--- src/hw/rtl/whole_word_replace_stream_assert.svh ---
`ifndef WHOLE_WORD_REPLACE_STREAM_ASSERT_SVH
`define WHOLE_WORD_REPLACE_STREAM_ASSERT_SVH

// Check a condition at every clock edge outside reset
`define WWR_ASSERT(lbl, cond, msg) \
  lbl: assert property (@(posedge clk_i) disable iff (!rst_ni) (cond)) else $error(msg);

// Check that an antecedent implies a consequent in the same cycle
`define WWR_ASSERT_IMP(lbl, ante, cons, msg) \
  lbl: assert property (@(posedge clk_i) disable iff (!rst_ni) (ante) |-> (cons)) \
    else $error(msg);

`endif

--- src/hw/rtl/wwr_pkg.sv ---
package wwr_pkg;

  // Window holds a full pattern prefix plus the incoming character
  localparam int unsigned HELD = 16;
  localparam int unsigned WIN  = HELD + 1;

  // Configuration register indexes
  localparam logic [2:0] CFG_OLD_LO = 3'd0;
  localparam logic [2:0] CFG_OLD_HI = 3'd1;
  localparam logic [2:0] CFG_OLD_LEN = 3'd2;
  localparam logic [2:0] CFG_NEW_LO = 3'd3;
  localparam logic [2:0] CFG_NEW_HI = 3'd4;
  localparam logic [2:0] CFG_NEW_LEN = 3'd5;

  typedef enum logic [2:0] {
    S_IDLE,
    S_TAKE,
    S_RESCAN,
    S_EMIT,
    S_FIN,
    S_DRAIN,
    S_FLUSH
  } state_e;

  typedef enum logic {
    SRC_PAT,
    SRC_REP
  } src_e;

  typedef logic [WIN-1:0][7:0] win_t;

  typedef struct packed {
    logic       take_hit;
    logic       prefix_ok;
    logic [7:0] last_pat;
    logic [7:0] pat_byte;
    logic [7:0] rep_byte;
  } match_t;

  function automatic logic is_word(input logic [7:0] c);
    is_word = (c >= 8'h61 && c <= 8'h7a) || (c >= 8'h41 && c <= 8'h5a) ||
              (c >= 8'h30 && c <= 8'h39) || (c == 8'h5f);
  endfunction

endpackage

--- src/hw/rtl/wwr_match.sv ---
module wwr_match (
  input  logic [63:0]         pat_lo_i,
  input  logic [63:0]         pat_hi_i,
  input  logic [63:0]         rep_lo_i,
  input  logic [63:0]         rep_hi_i,
  input  logic [4:0]          pat_len_i,
  input  wwr_pkg::win_t       win_i,
  input  logic [4:0]          cnt_i,
  input  logic [7:0]          char_i,
  input  logic [3:0]          idx_i,
  output wwr_pkg::match_t     match_o
);
  import wwr_pkg::*;

  logic [127:0] patw;
  logic [127:0] repw;
  logic [4:0]   rem;
  logic [3:0]   last_idx;
  logic [HELD-1:0] lane_ok;

  assign patw = {pat_hi_i, pat_lo_i};
  assign repw = {rep_hi_i, rep_lo_i};
  assign last_idx = 4'(pat_len_i - 5'd1);

  // Count left after dropping the front character
  assign rem = (cnt_i == 5'd0) ? 5'd0 : cnt_i - 5'd1;

  // Compare the shifted window against the pattern, lane by lane
  always_comb begin
    for (int i = 0; i < HELD; i++) begin
      lane_ok[i] = (5'(i) >= rem) || (win_i[i+1] == patw[8*i +: 8]);
    end
  end

  always_comb begin
    match_o.take_hit  = (cnt_i < pat_len_i) && (char_i == patw[8*cnt_i[3:0] +: 8]);
    match_o.prefix_ok = (rem <= pat_len_i) && (&lane_ok);
    match_o.last_pat  = patw[8*last_idx +: 8];
    match_o.pat_byte  = patw[8*idx_i +: 8];
    match_o.rep_byte  = repw[8*idx_i +: 8];
  end

endmodule

--- src/hw/rtl/whole_word_replace_stream.sv ---
// Channel  | Direction | tdata        | tuser        | tlast
// s_axis   | in        | in_char      | in_valid     | in_last
// m_axis   | out       | out_char     | out_has_char | out_last
// cfg      | in        | cfg_data_i, register at cfg_index_i (0..5)
//
// Input is taken only at idle, so an item is through before the next is taken:
// a rescan after a mismatch drops window characters one at a time, a
// replacement or pattern copy emits its characters, and the drain at end of
// string emits each held character.
// The single window/emit sequencer runs all of these steps.
// Reset clears the window count, match flags and output stage; the window
// bytes hold garbage until written. Output stalls hold the sequencer.
module whole_word_replace_stream #(
  parameter int unsigned PATTERN_MAX = 16,
  parameter int unsigned REPLACE_MAX = 16
) (
  input  logic        clk_i,
  input  logic        rst_ni,
  input  logic        s_axis_tvalid,
  output logic        s_axis_tready,
  input  logic [7:0]  s_axis_tdata,   // [7:0] in_char
  input  logic [0:0]  s_axis_tuser,   // [0] in_valid
  input  logic        s_axis_tlast,
  output logic        m_axis_tvalid,
  input  logic        m_axis_tready,
  output logic [7:0]  m_axis_tdata,   // [7:0] out_char
  output logic [0:0]  m_axis_tuser,   // [0] out_has_char
  output logic        m_axis_tlast,
  input  logic        cfg_valid_i,
  output logic        cfg_ready_o,
  input  logic [2:0]  cfg_index_i,
  input  logic [63:0] cfg_data_i
);
  import wwr_pkg::*;

  localparam int unsigned PLIM = (PATTERN_MAX < HELD) ? PATTERN_MAX : HELD;
  localparam int unsigned RLIM = (REPLACE_MAX < HELD) ? REPLACE_MAX : HELD;

  logic [63:0] old_lo_q, old_hi_q, new_lo_q, new_hi_q;
  logic [4:0]  old_len_q, new_len_q;
  logic [4:0]  pat_len, rep_len;

  state_e      state_q, state_d, ret_q, ret_d;
  src_e        src_q, src_d;
  logic [4:0]  idx_q, idx_d, n_q, n_d;
  logic [7:0]  c_q, c_d;
  logic        vld_q, vld_d, last_q, last_d;
  win_t        win_q, win_d;
  logic [4:0]  cnt_q, cnt_d;
  logic        mc_q, mc_d, biw_q, biw_d;
  logic        stg_v_q, stg_v_d;
  logic [7:0]  stg_c_q, stg_c_d;
  logic        out_v_q, out_v_d, out_h_q, out_h_d, out_l_q, out_l_d;
  logic [7:0]  out_c_q, out_c_d;

  match_t      match;
  logic        s_fire, out_free, emit_ok, emit_en;
  logic [7:0]  emit_c;
  logic [7:0]  emit_byte;

  assign s_axis_tready = (state_q == S_IDLE);
  assign s_fire        = s_axis_tvalid && s_axis_tready;
  assign cfg_ready_o   = 1'b1;
  assign out_free      = !out_v_q || m_axis_tready;
  assign emit_ok       = !stg_v_q || out_free;

  assign m_axis_tvalid = out_v_q;
  assign m_axis_tdata  = out_c_q;
  assign m_axis_tuser  = out_h_q;
  assign m_axis_tlast  = out_l_q;

  // Clamp configured lengths
  always_comb begin
    if (old_len_q == 5'd0) begin
      pat_len = 5'd1;
    end else if (old_len_q > 5'(PLIM)) begin
      pat_len = 5'(PLIM);
    end else begin
      pat_len = old_len_q;
    end
    rep_len = (new_len_q > 5'(RLIM)) ? 5'(RLIM) : new_len_q;
  end

  wwr_match u_match (
    .pat_lo_i  (old_lo_q),
    .pat_hi_i  (old_hi_q),
    .rep_lo_i  (new_lo_q),
    .rep_hi_i  (new_hi_q),
    .pat_len_i (pat_len),
    .win_i     (win_q),
    .cnt_i     (cnt_q),
    .char_i    (c_q),
    .idx_i     (idx_q[3:0]),
    .match_o   (match)
  );

  assign emit_byte = (src_q == SRC_PAT) ? match.pat_byte : match.rep_byte;

  // Next state
  always_comb begin
    state_d = state_q;
    ret_d   = ret_q;
    unique case (state_q)
      S_IDLE: begin
        if (s_fire) begin
          if (!s_axis_tuser[0]) begin
            state_d = S_FIN;
          end else if (mc_q) begin
            state_d = S_EMIT;
            ret_d   = S_TAKE;
          end else begin
            state_d = S_TAKE;
          end
        end
      end
      S_TAKE: begin
        if (!match.take_hit) begin
          state_d = S_RESCAN;
        end else if ((cnt_q + 5'd1 == pat_len) && biw_q) begin
          state_d = S_EMIT;
          ret_d   = S_FIN;
        end else begin
          state_d = S_FIN;
        end
      end
      S_RESCAN: begin
        if (emit_ok && match.prefix_ok) state_d = S_FIN;
      end
      S_EMIT: begin
        if (idx_q >= n_q) state_d = ret_q;
      end
      S_FIN: begin
        if (!last_q) begin
          state_d = S_FLUSH;
        end else if (mc_q) begin
          state_d = S_EMIT;
          ret_d   = S_FLUSH;
        end else begin
          state_d = S_DRAIN;
        end
      end
      S_DRAIN: begin
        if (cnt_q == 5'd0) state_d = S_FLUSH;
      end
      S_FLUSH: begin
        if (out_free || !(stg_v_q || last_q)) state_d = S_IDLE;
      end
      default: state_d = S_IDLE;
    endcase
  end

  // Datapath and emit control
  always_comb begin
    src_d   = src_q;
    idx_d   = idx_q;
    n_d     = n_q;
    c_d     = c_q;
    vld_d   = vld_q;
    last_d  = last_q;
    win_d   = win_q;
    cnt_d   = cnt_q;
    mc_d    = mc_q;
    biw_d   = biw_q;
    emit_en = 1'b0;
    emit_c  = win_q[0];
    out_v_d = out_v_q && !m_axis_tready;
    out_c_d = out_c_q;
    out_h_d = out_h_q;
    out_l_d = out_l_q;
    stg_v_d = stg_v_q;
    stg_c_d = stg_c_q;

    unique case (state_q)
      S_IDLE: begin
        if (s_fire) begin
          c_d    = s_axis_tdata;
          vld_d  = s_axis_tuser[0];
          last_d = s_axis_tlast;
          if (s_axis_tuser[0] && mc_q) begin
            // Settle the held match on its right neighbor
            src_d = is_word(s_axis_tdata) ? SRC_PAT : SRC_REP;
            n_d   = is_word(s_axis_tdata) ? pat_len : rep_len;
            idx_d = 5'd0;
            cnt_d = 5'd0;
            mc_d  = 1'b0;
            biw_d = is_word(match.last_pat);
          end
        end
      end
      S_TAKE: begin
        win_d[cnt_q] = c_q;
        cnt_d        = cnt_q + 5'd1;
        if (match.take_hit && (cnt_q + 5'd1 == pat_len)) begin
          if (biw_q) begin
            // Left neighbor is a word character: copy pattern unchanged
            src_d = SRC_PAT;
            n_d   = pat_len;
            idx_d = 5'd0;
            cnt_d = 5'd0;
            biw_d = is_word(match.last_pat);
          end else begin
            mc_d = 1'b1;
          end
        end
      end
      S_RESCAN: begin
        if (emit_ok) begin
          emit_en = 1'b1;
          biw_d   = is_word(win_q[0]);
          win_d   = win_t'(win_q >> 8);
          cnt_d   = cnt_q - 5'd1;
        end
      end
      S_EMIT: begin
        if (idx_q < n_q && emit_ok) begin
          emit_en = 1'b1;
          emit_c  = emit_byte;
          idx_d   = idx_q + 5'd1;
        end
      end
      S_FIN: begin
        if (last_q && mc_q) begin
          src_d = SRC_REP;
          n_d   = rep_len;
          idx_d = 5'd0;
        end
      end
      S_DRAIN: begin
        if (cnt_q != 5'd0 && emit_ok) begin
          emit_en = 1'b1;
          win_d   = win_t'(win_q >> 8);
          cnt_d   = cnt_q - 5'd1;
        end
      end
      S_FLUSH: begin
        if (out_free) begin
          if (stg_v_q) begin
            out_v_d = 1'b1;
            out_c_d = stg_c_q;
            out_h_d = 1'b1;
            out_l_d = last_q;
            stg_v_d = 1'b0;
          end else if (last_q) begin
            out_v_d = 1'b1;
            out_c_d = 8'd0;
            out_h_d = 1'b0;
            out_l_d = 1'b1;
          end
        end
        if (last_q && (out_free || !(stg_v_q || last_q))) begin
          cnt_d = 5'd0;
          mc_d  = 1'b0;
          biw_d = 1'b0;
        end
      end
      default: ;
    endcase

    // Push the staged item out and stage the new one
    if (emit_en) begin
      if (stg_v_q) begin
        out_v_d = 1'b1;
        out_c_d = stg_c_q;
        out_h_d = 1'b1;
        out_l_d = 1'b0;
      end
      stg_v_d = 1'b1;
      stg_c_d = emit_c;
    end
  end

  // Configuration registers
  always_ff @(posedge clk_i or negedge rst_ni) begin
    if (!rst_ni) begin
      old_lo_q  <= '0;
      old_hi_q  <= '0;
      old_len_q <= 5'd1;
      new_lo_q  <= '0;
      new_hi_q  <= '0;
      new_len_q <= '0;
    end else if (cfg_valid_i) begin
      unique case (cfg_index_i)
        CFG_OLD_LO:  old_lo_q  <= cfg_data_i;
        CFG_OLD_HI:  old_hi_q  <= cfg_data_i;
        CFG_OLD_LEN: old_len_q <= cfg_data_i[4:0];
        CFG_NEW_LO:  new_lo_q  <= cfg_data_i;
        CFG_NEW_HI:  new_hi_q  <= cfg_data_i;
        CFG_NEW_LEN: new_len_q <= cfg_data_i[4:0];
        default: ;
      endcase
    end
  end

  // Control state
  always_ff @(posedge clk_i or negedge rst_ni) begin
    if (!rst_ni) begin
      state_q <= S_IDLE;
      ret_q   <= S_IDLE;
      cnt_q   <= '0;
      mc_q    <= 1'b0;
      biw_q   <= 1'b0;
      stg_v_q <= 1'b0;
      out_v_q <= 1'b0;
    end else begin
      state_q <= state_d;
      ret_q   <= ret_d;
      cnt_q   <= cnt_d;
      mc_q    <= mc_d;
      biw_q   <= biw_d;
      stg_v_q <= stg_v_d;
      out_v_q <= out_v_d;
    end
  end

  // Payload
  always_ff @(posedge clk_i) begin
    src_q   <= src_d;
    idx_q   <= idx_d;
    n_q     <= n_d;
    c_q     <= c_d;
    vld_q   <= vld_d;
    last_q  <= last_d;
    win_q   <= win_d;
    stg_c_q <= stg_c_d;
    out_c_q <= out_c_d;
    out_h_q <= out_h_d;
    out_l_q <= out_l_d;
  end

`include "whole_word_replace_stream_assert.svh"

  `WWR_ASSERT_IMP(a_idle_no_stage, state_q == S_IDLE, !stg_v_q, "staged item left at idle")
  `WWR_ASSERT_IMP(a_idle_cnt, state_q == S_IDLE, cnt_q <= 5'd16, "window count overflow")
  `WWR_ASSERT_IMP(a_rescan_no_match, state_q == S_RESCAN, !mc_q && cnt_q != 5'd0,
                  "rescan with held match or empty window")
  `WWR_ASSERT_IMP(a_take_valid, state_q == S_TAKE, vld_q, "take without a character")

endmodule

--- config.mk ---
export PLATFORM = sky130hd
export DESIGN_NAME = whole_word_replace_stream
export DESIGN_NICKNAME = d
export VERILOG_FILES = /design/src/hw/rtl/wwr_pkg.sv /design/src/hw/rtl/wwr_match.sv /design/src/hw/rtl/whole_word_replace_stream.sv
export VERILOG_INCLUDE_DIRS = /design/src /design/src/hw/rtl
export SDC_FILE = /design/constraint.sdc
export NUM_CORES = 1
export LEC_CHECK = 0
export BUFFER_PORTS_ARGS = -buffer_cell sky130_fd_sc_hd__buf_2
export CORE_AREA = 2 2 345 244
export DETAILED_ROUTE_END_ITERATION = 7
export DIE_AREA = 0 0 347 246
export PLACE_DENSITY = 0.41
export SLEW_MARGIN = 10
export SYNTH_ARGS = -nofsm -noshare
export SYNTH_HDL_FRONTEND = slang
export SYNTH_SLANG_ARGS = --single-unit
--- constraint.sdc ---
create_clock -name clk_i -period 6.4 [get_ports clk_i]
set_clock_uncertainty 0.1 [all_clocks]
set_input_delay 0 -clock clk_i [delete_from_list [all_inputs] [get_ports clk_i]]
set_output_delay 0 -clock clk_i [all_outputs]
set_load 0.02 [all_outputs]
* Word-level counts from Yosys, hierarchy flattened *
Cells that the tools add are included.

cells by class
  $add $sub $neg = 4
  magnitude comparators = 42
  equal/unequal tests = 52
  shift-type cells = 4
  muxes and demuxes = 103
  reductions and logical operators = 85

operators by type and width
  operator                                                            count
  variable part select 128 x 8 -> 8 bit                               4
  case mux 136 bit (3 select lines)                                   1
  2-to-1 mux 136 bit                                                  2
  bitwise mux 136 bit                                                 1
  == test 8 bit                                                       17
  2-to-1 mux 5 bit                                                    21
  2-to-1 mux 8 bit                                                    10
  2-to-1 mux 3 bit                                                    17
  greater-or-equal comparator 8 x 7 -> 1 bit (second input constant)  6
  less-or-equal comparator 8 x 7 -> 1 bit (second input constant)     6
  demux 8 bit (select 5 bit)                                          1
  greater-or-equal comparator 4 x 5 -> 1 bit (first input constant)   8
  2-to-1 mux 1 bit                                                    40
  != test 2 bit (second input constant)                               16
  logical OR 1 bit                                                    29
  case mux 5 bit (5 select lines)                                     1
  == test 8 x 7 -> 1 bit (second input constant)                      3
  greater-or-equal comparator 8 x 6 -> 1 bit (second input constant)  3
  less-or-equal comparator 8 x 6 -> 1 bit (second input constant)     3
  AND reduction 6 bit                                                 4
  logical AND 1 bit                                                   22
  case mux 3 bit (7 select lines)                                     1
  greater-or-equal comparator 3 x 5 -> 1 bit (first input constant)   4
  case mux 5 bit (4 select lines)                                     1
  34 further kinds                                                    69

word-level totals
  bits in registers = 455
  input bits = 82
  output and inout port bits = 13
  logic and storage cells = 329

* Depth between registers and ports, before layout *
  word-level depth = 13
  mapped depth = 17
  depth with buffers taken out = 14

* By module *
From an unflattened synthesis, not the netlist that was laid out.

second synthesis, totals
  cells, all modules = 1862
  area, all modules = 25131.6 um2

by module, submodules not included
  module                     instances  cells each  area an instance (um2)
  whole_word_replace_stream  1          1347        19050.8
  wwr_match                  1          515         6080.8

* Worst setup path before layout *
No wires, ideal clock.

  path kind = register -> register
  start = register old_len_q[4]
  end = register biw_q
  setup time = 0.128 ns
  arrival time = 3.842 ns
  required time = 6.172 ns
  slack = 2.330 ns
  stages on the path, launching flop included = 13
  path through = dfrtp_1 > clkinv_1 > o21ai_1 > clkbuf_1 > ha_1 > buf_1 > buf_2 > mux4_2 > a221oi_1 > nor4b_1 > nor4b_1 > o41ai_1 > mux2_1

between the ends
  word-level cells in the longest chain between the ends = 13

ends and longest elaborated chain
  item                                                                                                          RTL line                                                            RTL
  from (decl)                                                                                                   whole_word_replace_stream.sv:40                                     logic [4:0] old_len_q, new_len_q;
  from (signal assigned)                                                                                        whole_word_replace_stream.sv:285                                    CFG_OLD_LEN: old_len_q <= cfg_data_i[4:0];
  greater-than comparator 5 bit                                                                                 whole_word_replace_stream.sv:76                                     end else if (old_len_q > 5'(PLIM)) begin
  2-to-1 mux 5 bit                                                                                              whole_word_replace_stream.sv:76
  2-to-1 mux 5 bit *                                                                                            whole_word_replace_stream.sv:74                                     if (old_len_q == 5'd0) begin
  subtractor 4 x 1 -> 4 bit                                                                                     wwr_match.sv:23                                                     assign last_idx = 4'(pat_len_i - 5'd1);
  variable part select 128 x 8 -> 8 bit                                                                         wwr_match.sv:38                                                     match_o.last_pat = patw[8*last_idx +: 8];
  greater-or-equal comparator 8 x 7 -> 1 bit / less-or-equal comparator 8 x 7 -> 1 bit (equally long branches)  wwr_pkg.sv:41                                                       is_word = (c >= 8'h61 && c <= 8'h7a) || (c >= 8'h41 && c <= 8'h5a) ||
  logical AND 1 bit                                                                                             wwr_pkg.sv:41
  logical OR 1 bit (2 in series)                                                                                wwr_pkg.sv:41
  logical OR 1 bit                                                                                              wwr_pkg.sv:42                                                       (c >= 8'h30 && c <= 8'h39) || (c == 8'h5f);
  2-to-1 mux 1 bit (on tied branches)                                                                           whole_word_replace_stream.sv:194, whole_word_replace_stream.sv:179
  2-to-1 mux 1 bit (on tied branches)                                                                           whole_word_replace_stream.sv:193, whole_word_replace_stream.sv:175
  case mux 1 bit (4 select lines)                                                                               whole_word_replace_stream.sv:173                                    unique case (state_q)
  to (signal assigned)                                                                                          whole_word_replace_stream.sv:309                                    biw_q <= biw_d;
  to (decl)                                                                                                     whole_word_replace_stream.sv:50                                     logic mc_q, mc_d, biw_q, biw_d;

Every way passes the cells marked *; elsewhere a longest branch is shown, timed or not. The select of a mux whose other input is x is not followed.
A chain may end at the register's enable or synchronous reset.

* Worst setup path after layout *
  start = register old_len_q[1]
  end = register biw_q

The elaborated chain is that of the path after synthesis.

==> impl_metrics.toml <==
[cells_and_area]
multi_input_area_sq_mm = 0.0118
area_delta_synth_final_pct = 17.7
regArea_sq_mm = 0.0122
stdcell_count = 3065
drive_gt1_share_pct = 33.2
design_area_sq_mm = 0.0288
final_nets = 2049
fill_cells = 7919

[timing]
setup_viol = 0
worst_slew_pin_slew_ns = 1.18
max_freq_ghz = 0.208
min_period_ns = 4.80
setup_tns_ns = 0
rsz0062_at_grt = "no"
min_period_over_period_pct = 75.0
hold_viol = 0
slew_headroom_pct = 20.8
maxSlewViolCount = 0

[power_and_ir_drop]
seqPwrFrac_pct = 38.1
p_int_uw = 7770
p_sw_uw = 5220
peakVddDrop_mv = 0.191
p_leak_uw = 0.0110
finalPower_uw = 13000
switching_share_pct = 40.2
clkPwrFrac_pct = 21.7
pwr-share-comb_pct = 40.2
powerDensity_mw_per_mm2 = 451

[worst_setup_path]
r2r_end = "biw_q"
critPathRequiredTime_ns = 6.80
r2r_slack_ns = 1.60
end_kind = "flip-flop"
worst-r2r-cell-count = 10
path_class = "flip-flop to flip-flop"
path_max_fanout = 33
r2r-start = "old_len_q[1]"
arrival_ns = 5.20
worstSetupStartpointType = "flip-flop"

[hold_path]
whs_path_depth = 2
hold_path.class = "input port to flip-flop"
hold_end = "last_q"
min_from = "s_axis_tlast"

[placement]
gp_congestion = 0.945
place_hpwl_um = 73900
numPlacedInstances = 2887
placement.cell_area_sq_mm = 0.0264
portBuffers = 93

[route]
wl_um = 101000
wl_per_cell_um = 33.0
firstDrtPassIters = 6
drtAntennaViolNets = 0
vias = 17500
post-route-drc-count = 0
drtIter0Drc = 1808
via_per_inst = 5.70

[floorplanning]
die_h_um = 246
io_pins = 95
num_rows = 88
start_util_pct = 29.8
core_sq_mm = 0.0820
dieArea_sq_mm = 0.0854
die_w_um = 347

[synthesis]
synth_fp_nets = 1878
synth_mux_area_share_pct = 27.2
synthArstFlopShare_pct = 61.8
synthesis.area_sq_mm = 0.0245
ys_ff_latch = 455
synth_fa_ha_area_share_pct = 1.18
synth_top_family_by_area = "multiplexers"
synth_flop_cell = "dfrtp_1"
synth_warnings = 0
yosysSeqAreaShare_pct = 49.7
synth_xor_area_share_pct = 5.51
synth_edf_count = 164
syn_avg_cell_area_sq_um = 13.8
synth_compound_area_share_pct = 8.34
yosysUniqueCellTypes = 65
netlist_instances = 1773
yosys.area_share.simple_pct = 5.80

[clocking]
clk_pin_slew_ns = 0.06
insertion_delay_ns = 0.62
root_buffer = "clkbuf_16"
clock-sinks = 455
cts_buffer_depth = 3
cts_buffers = 50
cts_tree = "done"
post-cts-setup-buffers = 0
ctsHtreeMaxLevel = 2

[global_route]
grt.total_usage_pct = 23.7
first_global_vias = 17300
overflow = 0
grt_pass1_wl_um = 142000
antenna_found_initial = 12
grt_max_degree = 158

[outcome]
outcome = "completed"

[run]
maxCapViolations = 0
registers in the layout, indices dropped and copies added (netlist names), 3 cells and up:
signal        flops
c_q               8
cnt_q             5
idx_q             5
m_axis_tdata      8
n_q               5
new_hi_q         64
new_len_q         5
new_lo_q         64
old_hi_q         64
old_len_q         5
old_lo_q         64
ret_q             3
state_q           3
stg_c_q           8
win_q           136
cell type report:
| cell class | instances | area share, % |
|---|---|---|
| diodes | 3 | 0.0261 |
| clock buffers | 69 | 4.87 |
| clock inverters | 21 | 0.474 |
| inverters | 22 | 0.287 |
| multi-input cells | 1176 | 41.0 |
| flip-flops and latches | 455 | 42.2 |
| well taps | 1080 | 4.69 |
| repair buffers | 239 | 6.39 |
worst max-delay path: stages (launching register included):
cell	delay (ns)
dfrtp_1	0.42
nor3_1	0.11
o21ai_4	0.89
ha_2	1.04
mux4_2	0.66
a22o_1	0.25
a221oi_1	0.38
nor4b_1	0.10
nor4b_1	0.32
o41ai_1	0.11
mux2_1	0.30
power by group through the flow:
stage,logic [uW],registers (uW),clock network (uW)
detailed placement,5090,4960,0
global route,5580,4990,3000
CTS,5170,4910,2890
global placement,5070,4960,0
floorplan,3520,4340,0
finish,5220,4950,2820
per-layer routing:
metal	up-vias	global-route usage [%]	part of all wire [%]	wire length [um]
li1	7201	-	-	-
met1	9302	35.4	47	47300
met2	772	32.8	40	40900
met3	177	6.19	9.3	9440
met4	4	7.60	3.3	3370
met5	-	0	0.026	26
cell families after synthesis:
kind of cell    count (synthesis)
flops                         455
mux                           448
simple gates                  276
compound gates                275
xor+xnor                      153
buf+inv                       142
fa+ha+maj                      23
other cells                     1
placed cells by master (no fill, tap or decap), types with 58 or more instances in the layout:
cell type and count:
mux2_2 268, dfrtp_1 278, nor2_1 67, xor2_1 113, mux4_2 146, buf_2 92
dlygate4sd3_1 84, nand2_1 61, a22o_1 134, buf_4 58, edfxtp_1 164
synth_stat cells (8+ instances only):
library cell  number  area (sq um)
nand2b_1          14          87.6
inv_1             20          75.1
xor2_1           113           990
nor4_1            32           200
clkbuf_1          96           360
o21ai_0           32           160
dfrtp_1          280          7010
edfxtp_1         164          4920
mux4_2           146          3290
nor2b_1           15          93.8
xnor2_1           39           342
ha_1              23           288
nor3_1            10          50.1
mux2i_1           33           330
nand3b_1           8          60.1
nor2_1            67           251
nand2_1           61           229
nand4_1           10          62.6
buf_1             16          60.1
a31oi_1           10          62.6
dfxtp_1           10           200
a221oi_1          11          96.3
a22o_1           134          1170
mux2_2           268          3020
a21oi_1           50           250
nand3_1           24           120
metrics by stage:
| stage | hold WS [ns] | utilization (%) | worst slack, ns |
|---|---|---|---|
| floorplan | -0.396 | - | 2.33 |
| global placement | -0.0927 | 32.2 | 1.68 |
| CTS | 0.0109 | 35.1 | 1.59 |
| finish | 0.0306 | 35.1 | 1.60 |
| detailed placement | -0.0875 | 32.2 | 1.58 |
| global route | 0.0245 | 35.1 | 1.23 |
worst max path at each step:
stage | from | endpoint | slack, ns
floorplan | old_len_q[4] | biw_q | 2.33
CTS | old_len_q[1] | biw_q | 1.59
global placement | old_len_q[1] | biw_q | 1.68
finish | old_len_q[1] | biw_q | 1.60
detailed placement | old_len_q[1] | biw_q | 1.58
global route | old_len_q[1] | biw_q | 1.23
repair_timing:
item	in CTS	in global routing
endpoints found under the setup margin	0	0
hold buffers	85	0
endpoints found under the hold margin	435	0
resized for setup	0	0
(Power assumes the default switching activity.)
